===== src/hdl/clcd_pkg.sv =====
`default_nettype none

package clcd_pkg;

   // request operation codes
   localparam logic [1:0] OP_INIT = 2'd0;
   localparam logic [1:0] OP_POS  = 2'd1;
   localparam logic [1:0] OP_CUR  = 2'd2;

   // bus command values
   localparam logic [7:0] CMD_SET_ADDR = 8'h80;

   // reset value of the hold time register
   localparam logic [7:0] HOLD_RESET = 8'd5;

   // depth of the queue between front and back
   localparam int QUEUE_DEPTH = 2;

   // byte index range of one job (init has five command bytes)
   localparam int BYTE_W = 3;

   typedef struct packed {
      logic [1:0] operation;
      logic [5:0] column;
      logic       row;
      logic [7:0] character;
   } req_type;

   typedef struct packed {
      logic       reg_select;
      logic       read_write;
      logic [7:0] bus_data;
      logic       enable_level;
      logic [7:0] hold_time;
      logic       last_phase;
   } rsp_type;

   typedef enum logic [1:0] {
      JOB_INIT,
      JOB_POS,
      JOB_CUR
   } job_kind_type;

   typedef struct packed {
      job_kind_type kind;
      logic [7:0]   addr;
      logic [7:0]   character;
   } job_type;

   // init command bytes in the order they go out
   function automatic logic [7:0] init_cmd(input logic [BYTE_W-1:0] idx);
      logic [7:0] cmd;
      unique case (idx)
         3'd0:    cmd = 8'h38;
         3'd1:    cmd = 8'h01;
         3'd2:    cmd = 8'h0C;
         3'd3:    cmd = 8'h06;
         3'd4:    cmd = CMD_SET_ADDR;
         default: cmd = CMD_SET_ADDR;
      endcase
      return cmd;
   endfunction

   // index of the final byte of a job
   function automatic logic [BYTE_W-1:0] last_byte_idx(input job_kind_type kind);
      logic [BYTE_W-1:0] idx;
      unique case (kind)
         JOB_INIT: idx = 3'd4;
         JOB_POS:  idx = 3'd1;
         JOB_CUR:  idx = 3'd0;
         default:  idx = 3'd0;
      endcase
      return idx;
   endfunction

endpackage

`default_nettype wire


===== src/hdl/char_lcd_write_sequencer.sv =====
// 8-bit character display write sequencer.
// Requests come in on req_valid/req_ready with req_payload: init, write a
// character at a row/column, or write a character at the current address.
// Each request turns into a run of bus phases on rsp_valid/rsp_ready, one
// phase per result: setup (enable low), pulse (enable high), release (enable
// low, hold 0) for every byte, with last_phase set on the final phase.
// Init gives 16 phases, positioned write 6, current-address write 3;
// operation code 3 is accepted and gives nothing.
// csr_valid/csr_ready/csr_data writes the hold time in ms (reset 5); the
// port is always ready. The user writes it only while the block is idle;
// the block itself does not enforce this. A request is written into a
// two-entry queue, and its first phase is registered in the phase register
// once the back sequencer pops it. The back sequencer sends one phase per
// cycle while a job is waiting and the receiver is ready. When the receiver
// stalls, the phase register holds and the sequencer waits; requests keep
// entering until the queue fills. Synchronous active-high reset empties the
// queue, drops any phase in flight and sets the hold time back to 5.
`default_nettype none

module char_lcd_write_sequencer (
   input  wire               clock,
   input  wire               reset,
   input  wire               req_valid,
   output logic              req_ready,
   input  clcd_pkg::req_type req_payload,
   output logic              rsp_valid,
   input  wire               rsp_ready,
   output clcd_pkg::rsp_type rsp_payload,
   input  wire               csr_valid,
   output logic              csr_ready,
   input  wire  [7:0]        csr_data
);
   import clcd_pkg::*;

   logic [7:0] hold_ff;
   logic       q_ready, q_push, head_valid, pop;
   job_type    q_job, head_job;

   // hold time register
   assign csr_ready = 1'b1;

   always_ff @(posedge clock) begin
      if (reset) begin
         hold_ff <= HOLD_RESET;
      end else if (csr_valid) begin
         hold_ff <= csr_data;
      end
   end

   clcd_front u_front (
      .clock       (clock),
      .reset       (reset),
      .req_valid   (req_valid),
      .req_ready   (req_ready),
      .req_payload (req_payload),
      .q_ready     (q_ready),
      .q_push      (q_push),
      .q_job       (q_job)
   );

   clcd_queue u_queue (
      .clock      (clock),
      .reset      (reset),
      .push       (q_push),
      .push_job   (q_job),
      .not_full   (q_ready),
      .pop        (pop),
      .head_valid (head_valid),
      .head_job   (head_job)
   );

   clcd_back u_back (
      .clock       (clock),
      .reset       (reset),
      .hold_ms     (hold_ff),
      .head_valid  (head_valid),
      .head_job    (head_job),
      .pop         (pop),
      .rsp_valid   (rsp_valid),
      .rsp_ready   (rsp_ready),
      .rsp_payload (rsp_payload)
   );

endmodule

`default_nettype wire


===== src/hdl/clcd_front.sv =====
`default_nettype none

module clcd_front (
   input  wire              clock,
   input  wire              reset,
   input  wire              req_valid,
   output logic             req_ready,
   input  clcd_pkg::req_type req_payload,
   input  wire              q_ready,
   output logic             q_push,
   output clcd_pkg::job_type q_job
);
   import clcd_pkg::*;

   // accept whenever the queue has room; unused operation is dropped
   assign req_ready = q_ready;

   // classify the request into a job
   always_comb begin
      q_job.character = req_payload.character;
      // 0x80 + row*0x40 + column, column always below 0x40
      q_job.addr      = {1'b1, req_payload.row, req_payload.column};
      q_push          = req_valid && q_ready;
      unique case (req_payload.operation)
         OP_INIT: q_job.kind = JOB_INIT;
         OP_POS:  q_job.kind = JOB_POS;
         OP_CUR:  q_job.kind = JOB_CUR;
         default: begin
            q_job.kind = JOB_CUR;
            q_push     = 1'b0;
         end
      endcase
   end

   // a dropped request never reaches the queue
   a_no_push_unused: assert property (@(posedge clock) disable iff (reset)
      (req_valid && req_payload.operation != OP_INIT && req_payload.operation != OP_POS
       && req_payload.operation != OP_CUR) |-> !q_push)
      else $error("unused operation pushed");

   a_push_needs_room: assert property (@(posedge clock) disable iff (reset)
      q_push |-> (q_ready && req_valid))
      else $error("push without room");

   a_addr_top_bit: assert property (@(posedge clock) disable iff (reset)
      q_push |-> q_job.addr[7])
      else $error("set address command lost its top bit");

endmodule

`default_nettype wire


===== src/hdl/clcd_queue.sv =====
`default_nettype none

module clcd_queue (
   input  wire               clock,
   input  wire               reset,
   input  wire               push,
   input  clcd_pkg::job_type push_job,
   output logic              not_full,
   input  wire               pop,
   output logic              head_valid,
   output clcd_pkg::job_type head_job
);
   import clcd_pkg::*;

   localparam int PTR_W = (QUEUE_DEPTH > 1) ? $clog2(QUEUE_DEPTH) : 1;
   localparam int CNT_W = $clog2(QUEUE_DEPTH + 1);
   localparam logic [PTR_W-1:0] PTR_LAST = PTR_W'(QUEUE_DEPTH - 1);
   localparam logic [CNT_W-1:0] CNT_FULL = CNT_W'(QUEUE_DEPTH);

   job_type          entry_ff [QUEUE_DEPTH];
   logic [PTR_W-1:0] wr_ptr_ff, wr_ptr_in;
   logic [PTR_W-1:0] rd_ptr_ff, rd_ptr_in;
   logic [CNT_W-1:0] count_ff, count_in;
   logic             do_push, do_pop;

   assign not_full   = (count_ff != CNT_FULL);
   assign head_valid = (count_ff != '0);
   assign head_job   = entry_ff[rd_ptr_ff];
   assign do_push    = push && not_full;
   assign do_pop     = pop && head_valid;

   // pointer and fill count update
   always_comb begin
      wr_ptr_in = wr_ptr_ff;
      rd_ptr_in = rd_ptr_ff;
      count_in  = count_ff;
      if (do_push) begin
         wr_ptr_in = (wr_ptr_ff == PTR_LAST) ? '0 : wr_ptr_ff + 1'b1;
      end
      if (do_pop) begin
         rd_ptr_in = (rd_ptr_ff == PTR_LAST) ? '0 : rd_ptr_ff + 1'b1;
      end
      if (do_push && !do_pop) begin
         count_in = count_ff + 1'b1;
      end else if (do_pop && !do_push) begin
         count_in = count_ff - 1'b1;
      end
   end

   always_ff @(posedge clock) begin
      if (reset) begin
         wr_ptr_ff <= '0;
         rd_ptr_ff <= '0;
         count_ff  <= '0;
      end else begin
         wr_ptr_ff <= wr_ptr_in;
         rd_ptr_ff <= rd_ptr_in;
         count_ff  <= count_in;
      end
      if (do_push) begin
         entry_ff[wr_ptr_ff] <= push_job;
      end
   end

   a_count_range: assert property (@(posedge clock) disable iff (reset)
      count_ff <= CNT_FULL)
      else $error("queue overfilled");

   a_ptrs_when_empty: assert property (@(posedge clock) disable iff (reset)
      (count_ff == '0) |-> (wr_ptr_ff == rd_ptr_ff))
      else $error("pointers apart while empty");

   a_pop_drains: assert property (@(posedge clock) disable iff (reset)
      (count_ff == CNT_W'(1) && do_pop && !do_push) |=> !head_valid)
      else $error("last entry popped but queue still valid");

endmodule

`default_nettype wire


===== src/hdl/clcd_back.sv =====
`default_nettype none

module clcd_back (
   input  wire               clock,
   input  wire               reset,
   input  wire  [7:0]        hold_ms,
   input  wire               head_valid,
   input  clcd_pkg::job_type head_job,
   output logic              pop,
   output logic              rsp_valid,
   input  wire               rsp_ready,
   output clcd_pkg::rsp_type rsp_payload
);
   import clcd_pkg::*;

   typedef enum logic [1:0] {
      PH_SETUP,
      PH_PULSE,
      PH_RELEASE
   } phase_type;

   logic              busy_ff, busy_in;
   job_type           job_ff, job_in;
   logic [BYTE_W-1:0] byte_ff, byte_in;
   phase_type         ph_ff, ph_in;
   logic              lead_done_ff, lead_done_in;
   logic              rsp_valid_ff, rsp_valid_in;
   rsp_type           rsp_ff, rsp_in;

   job_type    cur_job;
   logic       fire, lead, last_byte, done;
   logic       byte_rs;
   logic [7:0] byte_data;

   assign rsp_valid   = rsp_valid_ff;
   assign rsp_payload = rsp_ff;

   // pick the byte of the current job
   always_comb begin
      cur_job   = busy_ff ? job_ff : head_job;
      lead      = (cur_job.kind == JOB_INIT) && !lead_done_ff;
      last_byte = (byte_ff == last_byte_idx(cur_job.kind));
      unique case (cur_job.kind)
         JOB_INIT: begin
            byte_rs   = 1'b0;
            byte_data = init_cmd(byte_ff);
         end
         JOB_POS: begin
            byte_rs   = (byte_ff != '0);
            byte_data = (byte_ff == '0) ? cur_job.addr : cur_job.character;
         end
         JOB_CUR: begin
            byte_rs   = 1'b1;
            byte_data = cur_job.character;
         end
         default: begin
            byte_rs   = 1'b0;
            byte_data = '0;
         end
      endcase
   end

   // phase generation and sequencing
   always_comb begin
      fire         = (busy_ff || head_valid) && (!rsp_valid_ff || rsp_ready);
      pop          = fire && !busy_ff;
      done         = 1'b0;
      busy_in      = busy_ff;
      job_in       = pop ? head_job : job_ff;
      byte_in      = byte_ff;
      ph_in        = ph_ff;
      lead_done_in = lead_done_ff;

      rsp_in.reg_select   = byte_rs;
      rsp_in.read_write   = 1'b0;
      rsp_in.bus_data     = byte_data;
      rsp_in.enable_level = 1'b0;
      rsp_in.hold_time    = hold_ms;
      rsp_in.last_phase   = 1'b0;

      if (lead) begin
         // init lead phase: everything low
         rsp_in.reg_select = 1'b0;
         rsp_in.bus_data   = '0;
         rsp_in.hold_time  = '0;
         lead_done_in      = fire ? 1'b1 : lead_done_ff;
      end else begin
         unique case (ph_ff)
            PH_SETUP: begin
               ph_in = PH_PULSE;
            end
            PH_PULSE: begin
               rsp_in.enable_level = 1'b1;
               ph_in               = PH_RELEASE;
            end
            PH_RELEASE: begin
               rsp_in.hold_time  = '0;
               rsp_in.last_phase = last_byte;
               ph_in             = PH_SETUP;
               done              = last_byte;
               byte_in           = last_byte ? '0 : byte_ff + 1'b1;
            end
            default: begin
               ph_in = PH_SETUP;
            end
         endcase
         if (!fire) begin
            ph_in   = ph_ff;
            byte_in = byte_ff;
         end
      end

      if (fire) begin
         busy_in = !done;
         if (done) begin
            lead_done_in = 1'b0;
         end
      end

      if (fire) begin
         rsp_valid_in = 1'b1;
      end else if (rsp_ready) begin
         rsp_valid_in = 1'b0;
      end else begin
         rsp_valid_in = rsp_valid_ff;
      end
   end

   always_ff @(posedge clock) begin
      if (reset) begin
         busy_ff      <= 1'b0;
         byte_ff      <= '0;
         ph_ff        <= PH_SETUP;
         lead_done_ff <= 1'b0;
         rsp_valid_ff <= 1'b0;
      end else begin
         busy_ff      <= busy_in;
         byte_ff      <= byte_in;
         ph_ff        <= ph_in;
         lead_done_ff <= lead_done_in;
         rsp_valid_ff <= rsp_valid_in;
      end
      job_ff <= job_in;
      if (fire) begin
         rsp_ff <= rsp_in;
      end
   end

   a_idle_at_start: assert property (@(posedge clock) disable iff (reset)
      !busy_ff |-> (byte_ff == '0 && ph_ff == PH_SETUP && !lead_done_ff))
      else $error("sequencer idle with counters not at start");

   a_byte_in_range: assert property (@(posedge clock) disable iff (reset)
      busy_ff |-> (byte_ff <= last_byte_idx(job_ff.kind)))
      else $error("byte index past end of job");

   a_last_ends_job: assert property (@(posedge clock) disable iff (reset)
      (fire && rsp_in.last_phase) |=> !busy_ff)
      else $error("job still busy after its last phase");

   a_no_pop_while_busy: assert property (@(posedge clock) disable iff (reset)
      busy_ff |-> !pop)
      else $error("queue popped during a job");

endmodule

`default_nettype wire

===== config.mk =====
export PLATFORM = sky130hd
export DESIGN_NAME = char_lcd_write_sequencer
export DESIGN_NICKNAME = d
export VERILOG_FILES = /design/src/hdl/clcd_pkg.sv /design/src/hdl/char_lcd_write_sequencer.sv /design/src/hdl/clcd_front.sv /design/src/hdl/clcd_queue.sv /design/src/hdl/clcd_back.sv
export SDC_FILE = /design/constraint.sdc
export NUM_CORES = 1
export LEC_CHECK = 0
export BUFFER_PORTS_ARGS = -buffer_cell sky130_fd_sc_hd__buf_2
export CORE_MARGIN = 2
export CORE_UTILIZATION = 40
export DETAILED_ROUTE_END_ITERATION = 8
export SKIP_CTS_REPAIR_TIMING = 1
export SLEW_MARGIN = 20
export SYNTH_ARGS = -nofsm -noshare
export SYNTH_HDL_FRONTEND = slang
export SYNTH_SLANG_ARGS = --single-unit

===== constraint.sdc =====
create_clock -name clock -period 2.7 [get_ports clock]
set_input_delay 0.405 -clock clock [delete_from_list [all_inputs] [get_ports clock]]
set_output_delay 0.405 -clock clock [all_outputs]
set_load 0.05 [all_outputs]

==> metrics.md, run 1 <==
| Metric | Value |
|---|---|
| ANT nets after route | 0 |
| Largest net degree at the start of global routing | 31 |
| Total CTS buffers | 9 |
| CP Cell Sequence | mux2_2 -> mux2i_1 -> ha_1 -> and2b_1 -> or2_0 -> a31oi_1 |
| Relative slew slack | 61.07% |
| Root buffer cell | clkbuf_8 |
| Req. time, crit path | 2.81 ns |
| Buffers added on ports | 50 |
| Reg clk slew, reported paths | 0.11 ns |
| Top-level I/O count | 53 |
| Max Slew Vio Count | 0 |
| Vias | 2146 |
| Top_reg_cell synth | edfxtp_1 |
| First-pass GRT wire length | 10170 um |
| WS Path Type | flip-flop to flip-flop |
| Number of synthesized register bits | 91 |
| Number of synthesized flops with an enable pin | 70 |
| Leak | 1.639 nW |
| Cell variety after synth | 41 |
| Peak supply drop | 0.3769 mV |
| Chip width | 101.8 um |
| Worst Hold Margin | 0.2154 ns |
| Finished Layout Cells | 459 |
| Wire length after detailed routing | 6209 um |
| Ys Warns | 0 |
| Syn Nets | 312 |
| CTS max path bufs | 2 |
| Worst hold stages | 1 |
| Syn Inst Count | 272 |
| Synth area leader | edfxtp_1 |
| Gr ovfl total | 0 |
| Vias per cell | 4.675 |
| Worst path max stage delay | 0.42 ns |
| Capture point of the worst reg-to-reg path | u_back.rsp_payload[13]$_SDFFCE_PP0P_ |
| Fin crit share | 87.96% |
| Dpl cells | 443 |
| Crit start category | flip-flop |
| Worst Clk Skew | 0.01564 ns |
| Die Y | 101.8 um |
| Synth area leaders | edfxtp_1, dfxtp_1, mux2_2, ha_1, o211ai_1 |
| Total GRT Usage | 13.08% |
| Worst-path maximum fanout | 8 |
| RSZ-0062 raised after global routing | no |
| Final Hold Fails | 0 |
| Pwr Density | 1136 nW/um^2 |
| Clock Latency Late Sink | 0.37 ns |
| Cell area after synthesis | 3827 um^2 |
| Ratio of cells with drive above 1 in the final layout | 29.09% |
| Status | complete, no violations |
| Vias in the first global route | 2014 |
| Residual DRC | 0 |
| DRT Pass-1 Iters | 4 |
| Yosys top cell area share | 54.92% |
| Placeable core area | 9284 um^2 |
| CTS tree | yes |
| Final setup vio count | 0 |
| Worst reg-to-reg path cell count | 6 |
| Hold path endpoint | u_queue.entry_ff[1][5]$_DFFE_PP_ |
| Drt wl/cell | 13.53 um |
| Iteration-0 DRC Markers | 123 |
| Worst Tran Pin Value | 0.5833 ns |
| CP Capture Type | flip-flop |
| Post-synthesis sequential area ratio | 65.90% |
| Hold Crit Start | req_payload[5] |
| Max Freq | 0.4211 GHz |
| R2r setup slk | 0.33 ns |
| Setup TNS | 0 ns |
| FFs w/ async S/R, synth | 0% |
| Avg Cell Area, Syn | 14.07 um^2 |
| CTS H-tree lvls | 3 |
| Max-Cap Viols | 0 |
| Diode count | 0 |
| Final RePlAce weighted congestion | 0.7454 |
| CP bufs+invs | 0 |
| HPWL after detailed placement | 4383 um |
| Clock sink total | 91 |
| Hold Path Class | input port to flip-flop |
| Critical path data arrival time | 2.49 ns |
| Site Rows | 35 |
| Area growth from synthesis to layout | 15.46% |
| Tmin final | 2.375 ns |
| Worst path slowest cell | or2_0 |
| Overall Power | 5.022 mW |
| Initial antenna violation count | 0 |
| CP top delay family | simple AND/OR/NAND/NOR gates |
| Initial Util | 41.23% |
| Die area | 10370 um^2 |
| Nets@finish | 365 |
==> cells in the mapped netlist (5+ instances only) <==
cell      instances
mux2_2           17
mux2i_1          10
nor2b_1          11
dfxtp_1          21
inv_1             8
nand2b_1         16
clkbuf_1          8
o211ai_1         14
ha_1             10
a31oi_1           7
nor2_1           16
nand2_1           5
edfxtp_1         70
and2_1            9
==> how the worst max path moves through the flow <==
stage	startpoint	to	slack, ns	cells after the start
finish	flip-flop	u_back.rsp_payload[13]$_SDFFCE_PP0P_	0.33	6
global placement	flip-flop	u_back.rsp_payload[13]$_SDFFCE_PP0P_	0.41	6
floorplan	u_back.rsp_valid$_SDFFE_PP0P_	u_queue.count_ff[1]$_SDFFE_PP0P_	0.05	7
global route	flip-flop	u_back.lead_done_ff$_SDFF_PP0_	0.15	8
CTS	flip-flop	u_back.rsp_payload[13]$_SDFFCE_PP0P_	0.29	6
detailed placement	flip-flop	u_back.rsp_payload[13]$_SDFFCE_PP0P_	0.29	6
==> placed cells by master, fill, tap and decap left out, types with 7 or more instances in the layout <==
cell       n
edfxtp_1  70
buf_2     50
dfxtp_1   21
mux2_2    17
nand2b_1  16
nor2_1    15
o211ai_1  14
nor2b_1   11
mux2i_1   10
ha_1      10
and2_1     9
clkbuf_8   9
inv_1      8
a31oi_1    7
buf_4      7
==> stage by stage <==
step | setup WS (ns) | instance area, um^2 | utilization [%]
2_1_floorplan | 0.04808 | 3827 | -
3_3_place_gp | 0.4063 | 4219 | 45.44
3_5_place_dp | 0.2934 | 4219 | 45.44
4_1_cts | 0.2921 | 4419 | 47.60
5_1_grt | 0.1513 | 4419 | 47.60
6_report | 0.3251 | 4419 | 47.60
==> logic make-up (layout without fill, tap and decap cells) <==
family	after synthesis	after routing	share of synthesized area (%)
other cells	2	2	0.1962
flops	91	91	65.90
fa+ha+maj	10	10	3.269
compound gates	38	38	7.094
buf+inv	23	81	2.746
mux	27	27	7.617
simple gates	75	75	11.80
xor+xnor	6	6	1.373
==> report_power, final <==
part / internal [mW] / switching (mW)
registers: 2.04 / 0.113
logic: 0.600 / 1.35
clock network: 0.368 / 0.546
total: 3.01 / 2.01
==> worst reg2reg max path: cells and delay by family (launching register included) <==
family	cells	cell delay, ns
and+or+nand+nor	2	0.74
muxes	2	0.60
DFF	1	0.37
adders and majority gates	1	0.33
AOI/OAI and AO/OA	1	0.09
==> registers in the layout, summed over array words and instances, names as in the netlist, 2 cells and up, named ones only <==
name and count:
u_queue.count_ff 2, hold_ff 8, u_back.byte_ff 3, u_queue.entry_ff 34
u_back.rsp_payload 19, u_back.job_ff 17, u_back.ph_ff 2
==> layer usage <==
metal | wire length, um | share of wire (%) | vias to the layer above | track usage [%]
li1 | - | - | 1089 | -
met1 | 3031 | 49 | 990 | 18.49
met4 | 96 | 1.5 | 0 | 6.154
met3 | 313 | 5.0 | 9 | 3.830
met2 | 2768 | 45 | 58 | 18.57
met5 | 0 | 0 | - | 0
==> area by class of cell <==
type / count / area, um^2
multi-input combinational: 158 / 1202
tap: 129 / 161.4
clock inverter: 7 / 76.32
fill: 838 / 4865
timing repair buffer: 57 / 302.8
clock buffer: 9 / 123.9
inverter: 8 / 30.03
sequential: 91 / 2522
No activity file was read; power rests on OpenSTA's default activity.
==> run 2: changes to the inputs <==
RECOVER_POWER = 25   (was unset)
==> run 2 against run 1 <==
Effect of this change: global-route usage stayed put; wire length is 0.13% higher; register-to-register slack hardly changed; flip-flop and latch count stayed put; design area is 0.28% lower; clock skew hardly changed; clock power hardly changed; clock-buffer cell count stayed put; combinational power hardly changed.
==> metrics.md, run 2 (same netlist as run 1, synthesis figures left out) <==
| Metric | Value |
|---|---|
| CTS H-tree lvls | 3 |
| Wire length after detailed routing | 6217 um |
| Total GRT Usage | 13.08% |
| Worst path slowest cell | or2_0 |
| DR WL met2 | 2767 um |
| Metal3 WL | 322 um |
| Critical path data arrival time | 2.49 ns |
| Final setup vio count | 0 |
| Initial Util | 41.23% |
| Max Slew Vio Count | 0 |
| Crit start category | flip-flop |
| Largest register by flop count | u_queue.entry_ff |
| DRT Pass-1 Iters | 4 |
| Worst Clk Skew | 0.01545 ns |
| Largest net degree at the start of global routing | 31 |
| Nets@finish | 365 |
| Leak | 1.612 nW |
| Max Freq | 0.4204 GHz |
| Vias in the first global route | 2014 |
| Worst path max stage delay | 0.42 ns |
| Capture point of the worst reg-to-reg path | u_back.rsp_payload[13]$_SDFFCE_PP0P_ |
| RSZ-0062 raised after global routing | no |
| Worst Hold Margin | 0.2157 ns |
| Chip width | 101.8 um |
| CP Cell Sequence | mux2_1 -> mux2i_1 -> ha_1 -> and2b_1 -> or2_0 -> a31oi_1 |
| Reg clk slew, reported paths | 0.11 ns |
| Clock sink total | 91 |
| CTS max path bufs | 2 |
| Total CTS buffers | 9 |
| Ratio of cells with drive above 1 in the final layout | 25.45% |
| Vias | 2148 |
| Top-level I/O count | 53 |
| Worst reg-to-reg path cell count | 6 |
| Tmin final | 2.378 ns |
| Critical Path Sink | u_back.rsp_payload[13]$_SDFFCE_PP0P_ |
| Relative slew slack | 23.93% |
| Area growth from synthesis to layout | 15.14% |
| Most frequent cells in the layout | edfxtp_1, buf_2, dfxtp_1, nand2b_1 |
| Final Hold Fails | 0 |
| Max reg flops | 34 |
| Pwr Density | 1139 nW/um^2 |
| Root buffer cell | clkbuf_8 |
| Final RePlAce weighted congestion | 0.7454 |
| Max-Cap Viols | 0 |
| Req. time, crit path | 2.81 ns |
| Die area | 10370 um^2 |
| Iteration-0 DRC Markers | 124 |
| Worst Tran Pin Value | 1.141 ns |
| R2r setup slk | 0.32 ns |
| Clock Latency Late Sink | 0.37 ns |
| Buffers added on ports | 50 |
| Hold Path Class | input port to flip-flop |
| Worst-path maximum fanout | 8 |
| WS Path Type | flip-flop to flip-flop |
| CP Capture Type | flip-flop |
| Fin crit share | 88.09% |
| First-pass GRT wire length | 10170 um |
| ANT nets after route | 0 |
| Die Y | 101.8 um |
| HPWL after detailed placement | 4383 um |
| Residual DRC | 0 |
| Setup TNS | 0 ns |
| Peak supply drop | 0.3770 mV |
| Overall Power | 5.017 mW |
| Most common cell after layout, fill and taps aside | edfxtp_1 |
| Top sig layer | met4 |
| Placeable core area | 9284 um^2 |
| Vias per cell | 4.680 |
| Status | complete, no violations |
| M1 WL | 3030 um |
| CTS tree | yes |
| Initial antenna violation count | 0 |
| Drt wl/cell | 13.54 um |
| Gr ovfl total | 0 |
| Diode count | 0 |
| Site Rows | 35 |
run 2: cell types whose count changed in the layout (fill, tap and decap cells not counted):
cell | before | now
mux2_1 | 0 | 2
mux2_2 | 17 | 15
clkbuf_1 | 0 | 10
buf_2 | 50 | 40
run 2: area by class of cell:
type	instances	area, um^2
clock buffers	9	123.9
clock inverters	7	76.32
fillers	843	4877
inverters	8	30.03
multi-input cells	158	1202
flip-flops and latches	91	2522
well taps	129	161.4
repair buffers	57	290.3
run 2: metrics by stage:
step	util, %	cell area, um^2	setup slack (ns)	cells
detailed placement	45.44	4219	0.2934	443
finish	47.47	4407	0.3216	459
CTS	47.60	4419	0.2921	459
floorplan	-	3827	0.04808	272
global route	47.47	4407	0.1192	459
global placement	45.44	4219	0.4063	443
run 2: metal layers:
metal | vias up | track usage, %
met2 | 60 | 18.57
met3 | 9 | 3.830
met5 | - | 0
li1 | 1089 | -
met4 | 0 | 6.154
met1 | 990 | 18.49
run 2: worst min path at each step:
stage                                                   to  slack, ns                    start  cells after the start
after floorplan                    hold_ff[1]$_SDFFE_PP0P_       0.45  hold_ff[1]$_SDFFE_PP0P_                      2
after global placement             hold_ff[6]$_SDFFE_PP0P_       0.46  hold_ff[6]$_SDFFE_PP0P_                      2
after CTS                 u_queue.entry_ff[0][5]$_DFFE_PP_       0.20           req_payload[5]                      1
after global routing      u_queue.entry_ff[1][4]$_DFFE_PP_       0.20           req_payload[4]                      1
final                     u_queue.entry_ff[1][5]$_DFFE_PP_       0.22           req_payload[5]                      1
after detailed placement           hold_ff[6]$_SDFFE_PP0P_       0.48  hold_ff[6]$_SDFFE_PP0P_                      2
run 2: power breakdown:
part,internal (mW),switching [mW]
registers,2.04,0.113
logic,0.596,1.35
clock network,0.368,0.546
run 2: critical path: cells and delay by family (launching register included):
kind	cells	cell delay [ns]
AOI/OAI and AO/OA	1	0.09
DFF	1	0.37
muxes	2	0.60
adders and majority gates	1	0.33
and+or+nand+nor	2	0.74
